### config.mk
export PLATFORM = sky130hd
export DESIGN_NAME = windowed_min_jump_cost_core_flat
export DESIGN_NICKNAME = d
export VERILOG_FILES = /design/src/sv/wmjc_pkg.sv /design/src/sv/wmjc_if.sv /design/src/sv/wmjc_ram.sv /design/src/sv/windowed_min_jump_cost_core.sv /design/src/flat_wrapper.sv
export SDC_FILE = /design/constraint.sdc
export NUM_CORES = 1
export LEC_CHECK = 0
export BUFFER_PORTS_ARGS = -buffer_cell sky130_fd_sc_hd__buf_4
export CORE_MARGIN = 2
export CORE_UTILIZATION = 60
export DETAILED_ROUTE_END_ITERATION = 10
export MAX_ROUTING_LAYER = met4
export PLACE_DENSITY = 0.77
export SLEW_MARGIN = 20
export SYNTH_ARGS = -nofsm -noshare
export SYNTH_HDL_FRONTEND = slang
export SYNTH_SLANG_ARGS = --single-unit
### constraint.sdc
create_clock -name clock -period 22.7 [get_ports clock]
set_input_delay 4.54 -clock clock [delete_from_list [all_inputs] [get_ports clock]]
set_output_delay 4.54 -clock clock [all_outputs]
set_load 0.02 [all_outputs]
### src/sv/wmjc_pkg.sv
package wmjc_pkg;

   localparam int unsigned HEIGHT_W = 16;
   localparam int unsigned COST_W   = 32;
   localparam int unsigned LIMIT_W  = 5;

   localparam logic [COST_W-1:0] COST_MAX = {COST_W{1'b1}};

   typedef enum logic [1:0] {
      ST_IDLE,
      ST_SCAN,
      ST_COMMIT
   } state_type;

endpackage

### src/sv/wmjc_if.sv
interface wmjc_req_if
   import wmjc_pkg::*;
   ();
   logic                valid;
   logic                ready;
   logic [HEIGHT_W-1:0] height;
   logic                is_last;

   modport source (output valid, output height, output is_last, input ready);
   modport sink   (input valid, input height, input is_last, output ready);
endinterface

interface wmjc_rsp_if
   import wmjc_pkg::*;
   ();
   logic              valid;
   logic              ready;
   logic [COST_W-1:0] min_cost;
   logic              saturated;

   modport source (output valid, output min_cost, output saturated, input ready);
   modport sink   (input valid, input min_cost, input saturated, output ready);
endinterface

### src/sv/wmjc_ram.sv
module wmjc_ram #(
   parameter int unsigned WIDTH = 8,
   parameter int unsigned DEPTH = 16,
   localparam int unsigned AW = (DEPTH > 1) ? $clog2(DEPTH) : 1
) (
   input  logic             clock,
   input  logic             wr_en,
   input  logic [AW-1:0]    wr_addr,
   input  logic [WIDTH-1:0] wr_data,
   input  logic             rd_en,
   input  logic [AW-1:0]    rd_addr,
   output logic [WIDTH-1:0] rd_data
);

   logic [WIDTH-1:0] mem_ff [DEPTH];
   logic [WIDTH-1:0] rd_data_ff;

   always_ff @(posedge clock) begin
      if (wr_en) begin
         mem_ff[wr_addr] <= wr_data;
      end
      if (rd_en) begin
         rd_data_ff <= mem_ff[rd_addr];
      end
   end

   assign rd_data = rd_data_ff;

endmodule

### src/sv/windowed_min_jump_cost_core.sv
// Flow: a request is accepted in IDLE; the first item of a sequence goes straight to COMMIT, others
// first pass through SCAN, which covers span = min(entries in the history, effective jump limit)
// entries. One history entry per cycle is read and scored by a single abs-diff/add/compare unit
// over a registered-read RAM. A new item is accepted only after the previous one leaves COMMIT;
// a last item waits in its commit step while the previous result is unread.
// Reset (synchronous): empty history, flag clear, jump limit 1, no pending result.
module windowed_min_jump_cost_core
   import wmjc_pkg::*;
#(
   parameter int unsigned MAX_JUMP = 16
) (
   input  logic              clock,
   input  logic              reset,
   wmjc_req_if.sink          req_if,
   wmjc_rsp_if.source        rsp_if,
   input  logic              csr_wr_en,
   input  logic [LIMIT_W-1:0] csr_wr_data
);

   localparam int unsigned SLOT_W = (MAX_JUMP > 1) ? $clog2(MAX_JUMP) : 1;
   localparam int unsigned CNT_W  = $clog2(MAX_JUMP + 1);
   localparam int unsigned LW     = (CNT_W > LIMIT_W) ? CNT_W : LIMIT_W;
   localparam int unsigned ENT_W  = HEIGHT_W + COST_W;
   localparam logic [SLOT_W-1:0] SLOT_LAST = SLOT_W'(MAX_JUMP - 1);

   state_type           state_ff, state_in;
   logic [HEIGHT_W-1:0] h_ff, h_in;
   logic                last_ff, last_in;
   logic                first_ff, first_in;
   logic [SLOT_W-1:0]   rd_ptr_ff, rd_ptr_in;
   logic [LW-1:0]       left_ff, left_in;
   logic                cmp_vld_ff, cmp_vld_in;
   logic [COST_W-1:0]   best_ff, best_in;
   logic [SLOT_W-1:0]   slot_ff, slot_in;
   logic [CNT_W-1:0]    fill_ff, fill_in;
   logic                ovf_ff, ovf_in;
   logic [LIMIT_W-1:0]  limit_ff, limit_in;
   logic                rsp_vld_ff, rsp_vld_in;
   logic [COST_W-1:0]   rsp_cost_ff, rsp_cost_in;
   logic                rsp_sat_ff, rsp_sat_in;

   logic                ram_we, ram_re;
   logic [SLOT_W-1:0]   ram_raddr;
   logic [ENT_W-1:0]    ram_wdata, ram_rdata;

   logic [LW-1:0]       lim_raw, lim_eff, fill_ext, span;
   logic [HEIGHT_W-1:0] ph, diff;
   logic [COST_W:0]     sum;
   logic [COST_W-1:0]   cand, cost;
   logic                ovf_now;
   logic                req_acc;

   wmjc_ram #(
      .WIDTH (ENT_W),
      .DEPTH (MAX_JUMP)
   ) u_hist (
      .clock   (clock),
      .wr_en   (ram_we),
      .wr_addr (slot_ff),
      .wr_data (ram_wdata),
      .rd_en   (ram_re),
      .rd_addr (ram_raddr),
      .rd_data (ram_rdata)
   );

   // effective window size
   assign lim_raw  = LW'(limit_ff);
   assign fill_ext = LW'(fill_ff);
   always_comb begin
      if (limit_ff == '0) begin
         lim_eff = LW'(1);
      end else if (lim_raw > LW'(MAX_JUMP)) begin
         lim_eff = LW'(MAX_JUMP);
      end else begin
         lim_eff = lim_raw;
      end
      span = (fill_ext < lim_eff) ? fill_ext : lim_eff;
   end

   // shared scoring unit: |ph - h| + cost, saturated
   assign ph   = ram_rdata[COST_W +: HEIGHT_W];
   assign diff = (ph > h_ff) ? (ph - h_ff) : (h_ff - ph);
   assign sum  = {1'b0, ram_rdata[COST_W-1:0]} + (COST_W+1)'(diff);
   assign cand = sum[COST_W] ? COST_MAX : sum[COST_W-1:0];

   assign cost      = first_ff ? '0 : best_ff;
   assign ovf_now   = ovf_ff | (!first_ff && (best_ff == COST_MAX));
   assign ram_wdata = {h_ff, cost};
   assign req_acc   = req_if.valid && req_if.ready;

   always_comb begin
      state_in    = state_ff;
      h_in        = h_ff;
      last_in     = last_ff;
      first_in    = first_ff;
      rd_ptr_in   = rd_ptr_ff;
      left_in     = left_ff;
      cmp_vld_in  = 1'b0;
      best_in     = best_ff;
      slot_in     = slot_ff;
      fill_in     = fill_ff;
      ovf_in      = ovf_ff;
      limit_in    = csr_wr_en ? csr_wr_data : limit_ff;
      rsp_vld_in  = rsp_vld_ff && !rsp_if.ready;
      rsp_cost_in = rsp_cost_ff;
      rsp_sat_in  = rsp_sat_ff;
      ram_we      = 1'b0;
      ram_re      = 1'b0;
      ram_raddr   = rd_ptr_ff;
      req_if.ready = 1'b0;

      case (state_ff)
         ST_IDLE: begin
            req_if.ready = 1'b1;
            if (req_acc) begin
               h_in     = req_if.height;
               last_in  = req_if.is_last;
               first_in = (fill_ff == '0);
               best_in  = COST_MAX;
               left_in  = span;
               // newest entry sits one slot behind the write slot
               rd_ptr_in = (slot_ff == '0) ? SLOT_LAST : slot_ff - 1'b1;
               state_in  = (fill_ff == '0) ? ST_COMMIT : ST_SCAN;
            end
         end
         ST_SCAN: begin
            if (left_ff != '0) begin
               ram_re     = 1'b1;
               cmp_vld_in = 1'b1;
               left_in    = left_ff - 1'b1;
               rd_ptr_in  = (rd_ptr_ff == '0) ? SLOT_LAST : rd_ptr_ff - 1'b1;
            end
            if (cmp_vld_ff) begin
               if (cand < best_ff) begin
                  best_in = cand;
               end
               if (left_ff == '0) begin
                  state_in = ST_COMMIT;
               end
            end
         end
         ST_COMMIT: begin
            if (last_ff) begin
               // hold until the output register is free
               if (!rsp_vld_ff || rsp_if.ready) begin
                  rsp_vld_in  = 1'b1;
                  rsp_cost_in = cost;
                  rsp_sat_in  = ovf_now;
                  fill_in     = '0;
                  slot_in     = '0;
                  ovf_in      = 1'b0;
                  state_in    = ST_IDLE;
               end
            end else begin
               ram_we   = 1'b1;
               ovf_in   = ovf_now;
               slot_in  = (slot_ff == SLOT_LAST) ? '0 : slot_ff + 1'b1;
               fill_in  = (fill_ff == CNT_W'(MAX_JUMP)) ? fill_ff : fill_ff + 1'b1;
               state_in = ST_IDLE;
            end
         end
         default: begin
            state_in = ST_IDLE;
         end
      endcase
   end

   always_ff @(posedge clock) begin
      if (reset) begin
         state_ff <= ST_IDLE;
      end else begin
         state_ff <= state_in;
      end
   end

   always_ff @(posedge clock) begin
      if (reset) begin
         cmp_vld_ff <= 1'b0;
         slot_ff    <= '0;
         fill_ff    <= '0;
         ovf_ff     <= 1'b0;
         limit_ff   <= LIMIT_W'(1);
         rsp_vld_ff <= 1'b0;
      end else begin
         cmp_vld_ff <= cmp_vld_in;
         slot_ff    <= slot_in;
         fill_ff    <= fill_in;
         ovf_ff     <= ovf_in;
         limit_ff   <= limit_in;
         rsp_vld_ff <= rsp_vld_in;
      end
   end

   always_ff @(posedge clock) begin
      h_ff        <= h_in;
      last_ff     <= last_in;
      first_ff    <= first_in;
      rd_ptr_ff   <= rd_ptr_in;
      left_ff     <= left_in;
      best_ff     <= best_in;
      rsp_cost_ff <= rsp_cost_in;
      rsp_sat_ff  <= rsp_sat_in;
   end

   assign rsp_if.valid     = rsp_vld_ff;
   assign rsp_if.min_cost  = rsp_cost_ff;
   assign rsp_if.saturated = rsp_sat_ff;

endmodule

### src/flat_wrapper.sv
// flat-port wrapper written by rule: the top's interface ports become plain ports
module windowed_min_jump_cost_core_flat import wmjc_pkg::*;
#(
   parameter int unsigned MAX_JUMP = 16
)
  (clock, reset, csr_wr_en, csr_wr_data, req_if_valid, req_if_height, req_if_is_last, req_if_ready, rsp_if_valid, rsp_if_min_cost, rsp_if_saturated, rsp_if_ready);
  wmjc_req_if req_if_i ();
  wmjc_rsp_if rsp_if_i ();
  input  logic clock;
  input  logic reset;
  input  logic csr_wr_en;
  input  logic [LIMIT_W-1:0] csr_wr_data;
  input wire logic [$bits(req_if_i.valid)-1:0] req_if_valid;
  input wire logic [$bits(req_if_i.height)-1:0] req_if_height;
  input wire logic [$bits(req_if_i.is_last)-1:0] req_if_is_last;
  output wire logic [$bits(req_if_i.ready)-1:0] req_if_ready;
  output wire logic [$bits(rsp_if_i.valid)-1:0] rsp_if_valid;
  output wire logic [$bits(rsp_if_i.min_cost)-1:0] rsp_if_min_cost;
  output wire logic [$bits(rsp_if_i.saturated)-1:0] rsp_if_saturated;
  input wire logic [$bits(rsp_if_i.ready)-1:0] rsp_if_ready;
  assign req_if_i.valid = req_if_valid;
  assign req_if_i.height = req_if_height;
  assign req_if_i.is_last = req_if_is_last;
  assign req_if_ready = req_if_i.ready;
  assign rsp_if_valid = rsp_if_i.valid;
  assign rsp_if_min_cost = rsp_if_i.min_cost;
  assign rsp_if_saturated = rsp_if_i.saturated;
  assign rsp_if_i.ready = rsp_if_ready;
  windowed_min_jump_cost_core #(.MAX_JUMP(MAX_JUMP)) u_core (.clock(clock), .reset(reset), .req_if(req_if_i), .rsp_if(rsp_if_i), .csr_wr_en(csr_wr_en), .csr_wr_data(csr_wr_data));
endmodule
==> results.cfg <==
[run_status]
run_status = finished clean

[timing]
timing.final.setup_violations = 0
tns_ps = 0
hold_violations = 0
final_period_minus_worst_setup_slack_ps = 8250
slew_viol_final = 0
fin_worst_skew_ps = 35.9
final_critical_path_setup_slack_ps = 14450
timing_worst_slew_pin_value_ps = 1130
layout_worst_path_cycle_share_pct = 36.3
timing.fmax_mhz = 121
rsz0062_at_grt = no
max_slew_margin_pct = 24.2

[placement]
detail_placement_hpwl_um = 47200
place.port_buffers = 61
dp_worst_setup_slack_ps = 14550
gp_congestion = 0.924

[worst_setup_path]
timing.rr.start = u_core.h_ff[0]
cp-end-kind = register
path_max_fanout = 30
setup.worst_path.start_class = register
crit_start = u_core.h_ff[0]
worst-endpoint-required_ps = 23010
critPathArrivalTime_ps = 8560
crit_type = register to register

[clock_tree]
cts_tree = yes
cts-resized-gates = 0
path_clk_slew_ps = 60
clock_latency_ps = 670
postCtsSetupBuffers = 0
clock-sinks = 927
clock-root-buffer = sky130_fd_sc_hd__clkbuf_16
htree_num_levels = 3
cts_buffer_depth = 3
post_cts_hold_buffer_count = 0
tritoncts.num_buffers = 92

[die]
core_footprint_um2 = 63300
die_width_um = 257
starting_density_of_the_core_pct = 60.8
die_y_um = 257
fp.dieArea_um2 = 66200
placementRows = 92
floorplan.io_pins = 62

[hold_path]
min_path_type = register to register
holdCritStartpoint = u_core.lim_raw[1]

[cells_and_area]
antenna_cells = 0
design.final.nets = 2273
final_common_cell = sky130_fd_sc_hd__edfxtp_1
layout-drive-gt1-share_pct = 22.9
final_cell_mix = sky130_fd_sc_hd__edfxtp_1 (908), sky130_fd_sc_hd__mux4_2 (240), sky130_fd_sc_hd__nand2_1 (105), sky130_fd_sc_hd__buf_4 (96), sky130_fd_sc_hd__inv_1 (94)
layout-area-overhead-vs-synth_pct = 11.2

[yosys]
postSynth.topFlopCell = sky130_fd_sc_hd__edfxtp_1
syn-instance-count = 2050
synthesis.area_per_instance_um2 = 18.8
synth_seq_area_share_pct = 71.8
synth-edff-count = 908
synth_seq_cells = 927
post_synth_num_cell_types = 66
ys.warnings.count = 0
syn-num-nets = 2171
post_synth_instance_area_um2 = 38500
share_of_synthesized_flip_flops_with_an_asynchronous_set_or_reset_pct = 0

[detailed_routing]
antenna_violating_nets_post_route = 0
post-route-drc-count = 0
avgRoutedWirePerCell_um = 28.9
vias = 20000
drt_pass1_iterations = 5
routed_wl_um = 88700
dr_iter_0_viols = 2283
routed_via_density = 6.53

[global_routing]
grt_pass1_vias = 20100
grt_pass1_wl_um = 132000
aggregate_global_routing_overflow = 0
grt_max_degree = 71
antenna_found_initial = 1
groute.usage.overall_pct = 28.2

[power]
power_leakage_nw = 14.7
report.power.total_mw = 4.13
max-vdd-ir-drop_v = 0.0000781
power_density_nw_per_um2 = 96.4

[job]
drv_cap = 0
[worst paths after layout]
kind              cells past startpoint            endpoint  slack [ps]
setup / recovery                     27  u_core.best_ff[24]       14450
hold reg to reg                       2   u_core.lim_raw[1]         550
hold / removal                        2   u_core.lim_raw[1]         550
setup reg to reg                     27  u_core.best_ff[24]       14450
[routing by layer]
layer / vias to the layer above / part of all wire [%] / track usage [%] / routed length (µm)
li1: 8444 / - / - / -
met1: 10600 / 42 / 40.5 / 36900
met2: 900 / 50 / 43.7 / 43900
met3: 129 / 6.8 / 3.99 / 6030
met4: 0 / 2.1 / 6.87 / 1840
met5: - / 0 / - / 0
[per-stage QoR]
stage	instances	hold WS, ps	utilization [%]	instance area [µm²]
after floorplan	2050	482	-	38500
final	3068	548	67.6	42800
after global routing	3068	578	67.6	42800
after CTS	3068	545	67.6	42800
after global placement	2903	520	63.2	40000
after detailed placement	2904	532	63.2	40000
[cells by family after synthesis]
logic type / after synthesis / synth area share [%]
buffers and inverters: 184 / 1.94
adders and majority gates: 94 / 3.11
AOI/OAI and AO/OA: 225 / 3.80
xor gates and xnor gates: 40 / 0.910
DFF: 927 / 71.8
and+or+nand+nor: 319 / 3.86
muxes: 261 / 14.6
[layout make-up]
cell class	count	area [µm²]
Tap cell	846	1060
Multi-Input combinational cell	939	10300
Clock buffer	112	2380
Clock inverter	52	387
Timing Repair Buffer	96	721
Inverter	96	360
Sequential cell	927	27600
Fill cell	4051	20500
[power breakdown]
group / switching [mW] / internal (mW)
combinational: 0.425 / 0.271
clock: 0.639 / 0.763
sequential: 0.0428 / 1.99
total: 1.11 / 3.02
[worst max-delay path, cell delays in order, from the launching register on]
cell,delay [ps]
sky130_fd_sc_hd__edfxtp_1,700
sky130_fd_sc_hd__ha_1,270
sky130_fd_sc_hd__inv_1,60
sky130_fd_sc_hd__fa_1,450
sky130_fd_sc_hd__a211oi_1,250
sky130_fd_sc_hd__o21bai_1,120
sky130_fd_sc_hd__o211ai_2,450
sky130_fd_sc_hd__a21o_1,510
sky130_fd_sc_hd__a221o_1,270
sky130_fd_sc_hd__nand3_1,130
sky130_fd_sc_hd__a221oi_2,380
sky130_fd_sc_hd__ha_1,350
sky130_fd_sc_hd__nand2_1,80
sky130_fd_sc_hd__nand2_1,50
sky130_fd_sc_hd__a21o_1,170
sky130_fd_sc_hd__a21oi_1,520
sky130_fd_sc_hd__a21o_1,870
sky130_fd_sc_hd__nand3_1,150
sky130_fd_sc_hd__o21a_1,150
sky130_fd_sc_hd__ha_1,300
sky130_fd_sc_hd__nand2_1,70
sky130_fd_sc_hd__nand4b_1,130
sky130_fd_sc_hd__a211oi_1,220
sky130_fd_sc_hd__o211ai_1,120
sky130_fd_sc_hd__nor2_1,100
sky130_fd_sc_hd__nor2_1,80
sky130_fd_sc_hd__o31ai_4,470
sky130_fd_sc_hd__buf_4,430
[flip-flops by register name, indices dropped and copies added, names as in the netlist, 5 cells and up]
signal and cells:
u_core.fill_ext 5, u_core.best_ff 32, u_core.rsp_if.min_cost 32, u_core.h_ff 16, u_core.lim_raw 5, u_core.u_hist.mem_ff 768
u_core.u_hist.rd_data 48, u_core.left_ff 5
[synthesized netlist by cell type, types with 7 or more instances]
cell / count / area (µm²)
sky130_fd_sc_hd__buf_2: 12 / 60.1
sky130_fd_sc_hd__o21a_1: 9 / 67.6
sky130_fd_sc_hd__xor2_1: 15 / 131
sky130_fd_sc_hd__a21oi_1: 76 / 380
sky130_fd_sc_hd__nand4_1: 23 / 144
sky130_fd_sc_hd__mux4_2: 240 / 5410
sky130_fd_sc_hd__o21ai_0: 38 / 190
sky130_fd_sc_hd__nor2_1: 87 / 327
sky130_fd_sc_hd__edfxtp_1: 908 / 27300
sky130_fd_sc_hd__mux2_2: 8 / 90.1
sky130_fd_sc_hd__clkbuf_1: 54 / 203
sky130_fd_sc_hd__mux2i_1: 13 / 130
sky130_fd_sc_hd__a21o_1: 19 / 143
sky130_fd_sc_hd__nand2b_1: 14 / 87.6
sky130_fd_sc_hd__nor2b_1: 9 / 56.3
sky130_fd_sc_hd__nand3_1: 20 / 100
sky130_fd_sc_hd__nand2_1: 105 / 394
sky130_fd_sc_hd__xnor2_1: 25 / 219
sky130_fd_sc_hd__o21bai_1: 8 / 60.1
sky130_fd_sc_hd__buf_1: 15 / 56.3
sky130_fd_sc_hd__dfxtp_1: 19 / 380
sky130_fd_sc_hd__o211ai_1: 7 / 52.6
sky130_fd_sc_hd__ha_1: 91 / 1140
sky130_fd_sc_hd__inv_1: 95 / 357
sky130_fd_sc_hd__a211oi_1: 18 / 135
sky130_fd_sc_hd__nor3_1: 24 / 120
sky130_fd_sc_hd__and3_1: 12 / 75.1
(Power assumes the default switching activity.)
